## src/hdl/jllt_pkg.sv

```systemverilog
// ----------------------------------------------------------------------------
// jllt_pkg
// Shared types and constants for the junction list layout tracker: token
// classes, answer codes, transaction payloads and the stack entry format.
// ----------------------------------------------------------------------------
package jllt_pkg;

	// Default stack depth (number of open junction lists)
	localparam int MAX_DEPTH_DEF = 256;

	// Fixed field widths
	localparam int COL_W  = 15;
	localparam int OPEN_W = 9;

	// Classified lookahead token
	typedef enum logic [2:0] {
		TOK_AND,
		TOK_OR,
		TOK_RDELIM,
		TOK_COMMENT,
		TOK_UNIT,
		TOK_MODEND,
		TOK_EOF,
		TOK_OTHER
	} tok_class_t;

	// Layout answer
	typedef enum logic [1:0] {
		ANS_NONE,
		ANS_INDENT,
		ANS_NEWLINE,
		ANS_DEDENT
	} emit_kind_t;

	// Input transaction
	typedef struct packed {
		tok_class_t       token_class;
		logic [COL_W-1:0] token_column;
		logic             want_outside_text;
		logic             want_comment_text;
		logic             want_indent;
		logic             want_newline;
		logic             want_dedent;
	} token_t;

	// Output transaction
	typedef struct packed {
		emit_kind_t        emit_kind;
		logic [OPEN_W-1:0] open_lists;
		logic              overflow;
	} answer_t;

	// One open junction list: type (1 = disjunction) and alignment column
	typedef struct packed {
		logic             disj;
		logic [COL_W-1:0] column;
	} list_entry_t;

	// Stack update requested by the decision logic
	typedef struct packed {
		logic        push;
		logic        pop;
		list_entry_t entry;
	} stack_op_t;

endpackage

```

## src/hdl/jllt_decide.sv

```systemverilog
// ----------------------------------------------------------------------------
// jllt_decide
// Layout decision: compares one token with the top open list and picks the
// answer (indent, newline, dedent or nothing) and the stack update.
// ----------------------------------------------------------------------------
module jllt_decide #(
	parameter int MAX_DEPTH = jllt_pkg::MAX_DEPTH_DEF
) (
	input  jllt_pkg::token_t                tok,
	input  logic [$clog2(MAX_DEPTH+1)-1:0]  count,
	input  jllt_pkg::list_entry_t           top,
	output jllt_pkg::emit_kind_t            kind,
	output logic                            overflow,
	output jllt_pkg::stack_op_t             op
);

	localparam int CW = $clog2(MAX_DEPTH + 1);

	logic empty;
	logic full;
	logic col_gt;
	logic col_eq;
	logic tok_disj;
	logic active;
	logic do_push;
	logic do_pop;

	// Stack status and column compare (empty stack counts as column -1)
	assign empty    = (count == '0);
	assign full     = (count == CW'(MAX_DEPTH));
	assign col_gt   = empty || (tok.token_column > top.column);
	assign col_eq   = !empty && (tok.token_column == top.column);
	assign tok_disj = (tok.token_class == jllt_pkg::TOK_OR);

	// Error recovery and text scanning both leave the state alone
	assign active = !tok.want_outside_text && !tok.want_comment_text &&
		(tok.want_indent || tok.want_newline || tok.want_dedent);

	// Answer per token class
	always_comb begin
		kind     = jllt_pkg::ANS_NONE;
		overflow = 1'b0;
		do_push  = 1'b0;
		do_pop   = 1'b0;
		if (active) begin
			unique case (tok.token_class)
				jllt_pkg::TOK_AND, jllt_pkg::TOK_OR: begin
					if (col_gt) begin
						if (tok.want_indent) begin
							if (full) begin
								overflow = 1'b1;
							end else begin
								do_push = 1'b1;
							end
						end
					end else if (col_eq && (top.disj == tok_disj)) begin
						kind = jllt_pkg::ANS_NEWLINE;
					end else begin
						do_pop = 1'b1;
					end
				end
				jllt_pkg::TOK_RDELIM: begin
					do_pop = !empty && tok.want_dedent;
				end
				jllt_pkg::TOK_COMMENT: begin
					do_pop = 1'b0;
				end
				jllt_pkg::TOK_UNIT, jllt_pkg::TOK_MODEND, jllt_pkg::TOK_EOF: begin
					do_pop = !empty;
				end
				jllt_pkg::TOK_OTHER: begin
					// column at or left of the top list closes it
					do_pop = !col_gt;
				end
				default: begin
					do_pop = 1'b0;
				end
			endcase
			if (do_push) begin
				kind = jllt_pkg::ANS_INDENT;
			end else if (do_pop) begin
				kind = jllt_pkg::ANS_DEDENT;
			end
		end
	end

	// Stack update
	always_comb begin
		op.push         = do_push;
		op.pop          = do_pop;
		op.entry.disj   = tok_disj;
		op.entry.column = tok.token_column;
	end

endmodule
```

## config.mk

```make
export PLATFORM = sky130hd
export DESIGN_NAME = jllt_decide
export DESIGN_NICKNAME = d
export VERILOG_FILES = /design/src/hdl/jllt_pkg.sv /design/src/hdl/jllt_decide.sv
export SDC_FILE = /design/constraint.sdc
export NUM_CORES = 1
export LEC_CHECK = 0
export BUFFER_PORTS_ARGS = -buffer_cell sky130_fd_sc_hd__buf_4
export CAP_MARGIN = 25
export CORE_UTILIZATION = 35
export DETAILED_ROUTE_END_ITERATION = 8
export GPL_ROUTABILITY_DRIVEN = 0
export MAX_ROUTING_LAYER = met4
export PLACE_DENSITY = 0.79
export SETUP_SLACK_MARGIN = 0.1
export SLEW_MARGIN = 20
export SYNTH_ARGS = -nofsm -noshare
export SYNTH_HDL_FRONTEND = slang
export SYNTH_SLANG_ARGS = --single-unit
```

## constraint.sdc

```tcl
create_clock -name vclk -period 1.64
set_input_delay 0.082 -clock vclk [all_inputs]
set_output_delay 0.082 -clock vclk [all_outputs]
set_load 0.05 [all_outputs]
```

-- Word-level counts from Yosys, hierarchy flattened
Cells that the tools add are included.
- flip-flop bits (word level): 0
- input bits: 48
- $lt $le $gt $ge: 1
- equality and inequality tests: 10
- muxes and demuxes: 22
- reduce and logical (&&, ||, !) cells: 16
- operators by type and width (operator ; count):
    equality test 15 bit ; 1
    > comparator 15 bit ; 1
    2-to-1 mux 1 bit ; 15
    equality test 3 bit, second input constant ; 4
    2-to-1 mux 2 bit ; 6
    equality test 9 bit, second input constant ; 1
    logical NOT 9 bit ; 1
    equality test 3 x 2 -> 1 bit, second input constant ; 2
    logical AND 1 bit ; 5
    case mux 1 bit (5 select lines) ; 1
    logical NOT 1 bit ; 4
    equality test 3 x 1 -> 1 bit, second input constant ; 1
    logical NOT 3 bit ; 1
    logical OR 1 bit ; 3
    OR reduction 3 bit ; 1
    OR reduction 2 bit ; 1
    equality test 1 bit ; 1

-- Logic depth before layout (Yosys ltp)
Gate-level depths: netlist (run 1).
- depth after elaboration: 11
- mapped depth: 9
- depth with buffers taken out: 8

-- Least setup slack after synthesis (run 1)
No wires, ideal clock.
- path kind: input-to-output
- start point: input port top[10] (netlist name)
- end point: output port kind[0]
- data arrival time: 1.745 ns
- data required time: 1.558 ns
- slack: -0.187 ns
- cell stages on the path: 8
- cells stage by stage: inv_1 ha_1 a211oi_2 o21ai_1 a221oi_2 a21boi_1 a31o_1 o22ai_2
- longest elaborated chain between the ends: 10
- elaborated cells on any way between the ends: 18
- ends and longest elaborated chain (item ; RTL line ; RTL):
    start: declaration ; jllt_decide.sv:11 ; input jllt_pkg::list_entry_t top,
    branches (longest 8 deep; another with > comparator 15 bit) ; - ;
    2-to-1 mux 2 bit (*) ; jllt_decide.sv:79 ; if (do_push) begin
    2-to-1 mux 2 bit (*) ; jllt_decide.sv:45 ; if (active) begin
    end: declaration ; jllt_decide.sv:12 ; output jllt_pkg::emit_kind_t kind,
Mark *: on every way between the ends. The select of a mux whose other input is x is not followed.

-- Worst setup path in the final report (run 1)
- start point: input port tok[15] (netlist name)
- end point: output port kind[0]
- longest elaborated chain between the ends: 10
- elaborated cells on any way between the ends: 18
- ends and longest elaborated chain (item ; RTL line ; RTL):
    start: declaration ; jllt_decide.sv:9 ; input jllt_pkg::token_t tok,
    branches (longest 8 deep; another with > comparator 15 bit) ; - ;
    2-to-1 mux 2 bit (*) ; jllt_decide.sv:79 ;
    2-to-1 mux 2 bit (*) ; jllt_decide.sv:45 ;
Marked as above.

==> results.ini, run 1 <==
[synth]
yosysWarnings = 0
synth_top_family_by_area = buffers and inverters
synth_xor_area_share_pct = 1.27
synthMuxAreaShare_pct = 0
seq_area_frac_synth_pct = 0
yosysTopAreaCell = ha_1
yosysTopAreaCellShare_pct = 27.3
ys_top_cells_by_area = ha_1, buf_4, inv_1, a21oi_1, nor2_1
synth_nets = 162
synth_area_sq_um = 688
synth.distinct_cells = 29
synthSimpleGateAreaFrac_pct = 20.4
synth_compound_area_share_pct = 23.3
syn_inst = 99
synth-adder-area-share_pct = 27.3
syn-mean-instance-area_sq_um = 6.95
yosysMostFrequentCell = buf_4
yosys-top-cells-count = buf_4, ha_1, inv_1, nor2_1, a21oi_1

[power]
seqPwrFrac_pct = 0
p_switching_mw = 0.232
leakagePower_nw = 0.669
pwr-share-comb_pct = 100.0
power_density_nw_per_um2 = 324
peakVddDrop_mv = 0.180
p_clk_share_pct = 0
p_sw_share_pct = 51.5
p_int_mw = 0.218

[routing]
vias = 903
routedWlPerCell_um = 13.5
wirelength_mm = 2.42
drc_errors = 0
drt_iter0_markers = 20
ant_nets = 0
viasPerCell = 5.04
first_pass_iters = 4

[timing]
hold_slack_ns = 0.428
slew_violations = 0
setup_ws_ns = -0.173
worstMarginPinSlew_ns = 0.357
fmax_ghz = 0.552
hold_viol = 0
period_minus_slack_ns = 1.81
grt_setup_unrepaired = true
min_period_over_period_pct = 111
setup_viol = 5
max_slew_margin_pct = 76.0

[setup_path]
worst_setup_path_end_kind = primary output
cp_cell_sequence = buf_8 -> ha_4 -> a211oi_2 -> o21ai_1 -> a221oi_2 -> a21boi_4 -> a31o_1 -> o22ai_4 -> buf_6
path_buf_inv = 2
cp_data_arrival_time_ns = 1.73
crit_type = input port to primary output
required_ns = 1.56
crit_path_max_incr_delay_ns = 0.35
cp_top_family = compound AO/OA/AOI/OAI gates
worst-path-stages = 9
cp_max_fo = 3
critPathSlowestCell = a221oi_2
worst_setup_path_start_kind = input port

[layout]
syn_to_final_growth_pct = 102
multiInputGateArea_sq_um = 693
layout-drive-gt1-share_pct = 68.8
layout.nets = 219
seq_area_sq_um = 0
clkbuf_count = 0
seq_cells = 0
num_antenna_cells = 0
fin_area_sq_um = 1390
fillers = 123

[grt]
grt_first_pass_wirelength_mm = 3.31
grt_pass1_vias = 856
use_met3_pct = 0.392
grt_max_degree = 6
met1_usage_pct = 22.3
antenna_found_initial = 0
grt-ovfl-total = 0
grt_util_met2_pct = 41.7
grt_usage_pct = 21.0
busiest_layer = met2

[die]
placementRows = 15
die_area_sq_um = 2150
core_sq_um = 1780
die_w_um = 46.3
start_util_pct = 38.6
ios = 69
die_h_um = 46.3

[job]
maxCapViolations = 0

[worst_hold_path]
min_path_cells = 2
hold_class = input port to primary output

[placed_design]
place_hpwl_mm = 1.75
placed_area_sq_um = 1160
io_buffers = 69
pre_cts_ws_ns = -0.190

[run_status]
status = finished with violations
violations = negative setup slack

==> power by group through the flow <==
stage	sequential, mW	combinational [mW]	clock (mW)
CTS	0	0.414	0
global route	0	0.482	0
finish	0	0.450	0
detailed placement	0	0.371	0
global placement	0	0.362	0
floorplan	0	0.237	0
==> cell families (layout without fill, tap and decap cells) <==
kind of cell,Yosys count,in the layout
compound gates,22,22
xor+xnor,1,1
fa+ha+maj,15,15
buf+inv,33,88
simple gates,28,28
==> cells in the final DEF (no fill, tap or decap), types with 2 or more instances in the layout <==
| cell type | Yosys | routed |
|---|---|---|
| a21oi_1 | 8 | 3 |
| ha_4 | 0 | 10 |
| nor3_2 | 0 | 2 |
| buf_6 | 0 | 11 |
| nor4_1 | 2 | 2 |
| buf_8 | 0 | 2 |
| nor2_1 | 9 | 7 |
| inv_4 | 0 | 2 |
| ha_1 | 15 | 5 |
| inv_2 | 0 | 4 |
| a21oi_2 | 0 | 4 |
| nand3_1 | 4 | 3 |
| buf_4 | 18 | 60 |
| nor2_2 | 0 | 2 |
| o21ai_1 | 2 | 2 |
| inv_1 | 15 | 9 |
| nand2_1 | 5 | 4 |
==> metrics by stage <==
step	total power, mW	instances	setup TNS (ns)	util [%]
2_1_floorplan	0.237	99	0	-
3_3_place_gp	0.362	177	-0.474	65.0
3_5_place_dp	0.371	177	-0.604	65.0
4_1_cts	0.414	178	-0.241	73.1
5_1_grt	0.482	179	-0.989	78.0
6_report	0.450	179	-0.588	78.0
==> final cells by class <==
cell class,instances,share of cell area [%]
Timing Repair Buffer,73,43.5
Inverter,15,4.41
Tap cell,25,2.25
Multi-Input combinational cell,66,49.9
==> repair_timing <==
action,4_1_cts,5_1_grt
hold buffers,0,0
pin swaps,10,8
setup buffers,1,1
resized for setup,25,18
endpoints found under the setup margin,5,5
==> path summary, 6_finish.rpt <==
path,startpoint,to,slack [ns]
worst max-delay path,tok[15],kind[0],-0.17
worst min-delay path,tok[15],op[10],0.43
==> metal layers <==
layer	wire length (um)	vias to the layer above
li1	-	443
met1	866	420
met2	1430	38
met3	109	2
met4	16	0
met5	0	-
No activity file was read; power rests on OpenSTA's default activity.
==> run 2, diff against run 1 <==
==> constraint.sdc (replaced) <==
create_clock -name vclk -period 2.2
set_input_delay 0.11 -clock vclk [all_inputs]
set_output_delay 0.11 -clock vclk [all_outputs]
set_load 0.05 [all_outputs]
==> results.ini, run 2 (same netlist as run 1, synthesis figures left out) <==
[run_status]
status = finished, final reports clean  ; was finished with violations

[layout]
fillers = 155  ; was 123
clkbuf_count = 0  ; unchanged
seq_area_sq_um = 0  ; unchanged
layout.nets = 215  ; was 219
multiInputGateArea_sq_um = 497  ; was 693 sq um
seq_cells = 0  ; unchanged
num_antenna_cells = 0  ; unchanged
final_cell_mix = buf_4, inv_1, ha_1  ; was buf_4, buf_6, ha_4
layout-drive-gt1-share_pct = 48.7  ; was 68.8%
layout_commonest_cell = buf_4  ; unchanged
post-route-util_pct = 61.8  ; was 78.0%
syn_to_final_growth_pct = 60.2  ; was 102%

[job]
maxCapViolations = 0  ; unchanged

[timing]
period_minus_slack_ns = 1.93
fmax_ghz = 0.519
max_slew_margin_pct = 80.7  ; was 76.0%
hold_viol = 0  ; unchanged
setup_ws_ns = 0.272  ; was -0.173 ns
min_period_over_period_pct = 87.6
finalSetupTns_ns = 0  ; was -0.588 ns
setup_viol = 0  ; was 5
worstMarginPinSlew_ns = 0.287  ; was 0.357 ns
grt_setup_unrepaired = false  ; was true
hold_slack_ns = 0.485  ; was 0.428 ns
slew_violations = 0  ; unchanged

[power]
leakagePower_nw = 0.634  ; was 0.669 nW
power_density_nw_per_um2 = 234  ; was 324 nW/um^2
peakVddDrop_mv = 0.110  ; was 0.180 mV
p_total_mw = 0.258  ; was 0.450 mW

[clock_network]
cts_hold_buf = 0  ; unchanged
cts_resized = 0  ; was 25
post_cts_buffers = 0  ; was 1

[grt]
grt_pass1_vias = 686  ; was 856
grt_max_degree = 6  ; unchanged
grt_usage_pct = 14.9  ; was 21.0%
grt-ovfl-total = 0  ; unchanged
antenna_found_initial = 0  ; unchanged
grt_first_pass_wirelength_mm = 2.47  ; was 3.31 mm

[worst_hold_path]
hold_class = input port to primary output  ; unchanged

[placed_design]
pre_cts_ws_ns = 0.253  ; was -0.190 ns
io_buffers = 69  ; unchanged
place_hpwl_mm = 1.59  ; was 1.75 mm

[routing]
wirelength_mm = 1.68  ; was 2.42 mm
ant_nets = 0  ; unchanged
drt_iter0_markers = 7  ; was 20
vias = 821  ; was 903
viasPerCell = 4.69  ; was 5.04
drc_errors = 0  ; unchanged
routedWlPerCell_um = 9.59  ; was 13.5 um
first_pass_iters = 4  ; unchanged

[setup_path]
worst_setup_path_start_kind = input port  ; unchanged
cp_max_fo = 4  ; was 3
required_ns = 2.09  ; was 1.56 ns
worst_setup_path_end_kind = primary output  ; unchanged
crit_type = input port to primary output  ; unchanged
cp_data_arrival_time_ns = 1.82  ; was 1.73 ns

[die]
ios = 69  ; unchanged
die_area_sq_um = 2150  ; unchanged
core_sq_um = 1780  ; unchanged
placementRows = 15  ; unchanged
die_h_um = 46.3  ; unchanged
die_w_um = 46.3  ; unchanged
start_util_pct = 38.6  ; unchanged

run 2: cell types whose count changed in the layout (fill, tap and decap cells not counted), moves of 4 or more:
cell	before	now
buf_6	11	0
ha_1	5	15
ha_4	10	0
buf_4	60	69
inv_1	9	15
a21oi_1	3	8
a21oi_2	4	0
inv_2	4	0
run 2: per-stage QoR:
step	std cells	area [sq um]
final	175	1100
after floorplan	99	688
after global placement	175	1100
after global routing	175	1100
after CTS	175	1100
after detailed placement	175	1100
run 2: layout make-up:
class              instances  share of cell area [%]
repair buffers            69                    47.0
well taps                 25                    2.84
multi-input cells         66                    45.1
inverters                 15                    5.11
run 2: where the power goes:
part	internal (mW)	total [mW]	switching (mW)
Clock	0	0	0
Combinational	0.119	0.258	0.139
Sequential	0	0	0
Total	0.119	0.258	0.139
run 2: final timing paths:
kind	from	depth (start not counted)	slack [ns]	end
min	tok[5]	2	0.49	op[0]
max	top[10]	10	0.27	kind[0]
run 2: per-layer routing:
layer / track usage [%] / wire (um) / up-vias
met5: - / 0 / -
met4: 0 / 0 / 0
met3: 0 / 94 / 0
met2: 30.8 / 913 / 33
met1: 16.3 / 671 / 357
li1: - / - / 431
run 2: worst max-delay path, stage by stage:
cell and delay, ns:
buf_4 0.07, inv_1 0.03, ha_1 0.31, a211oi_2 0.18, o21ai_1 0.10, a221oi_2 0.25
a21boi_1 0.15, a31o_1 0.26, o22ai_2 0.13, buf_4 0.21
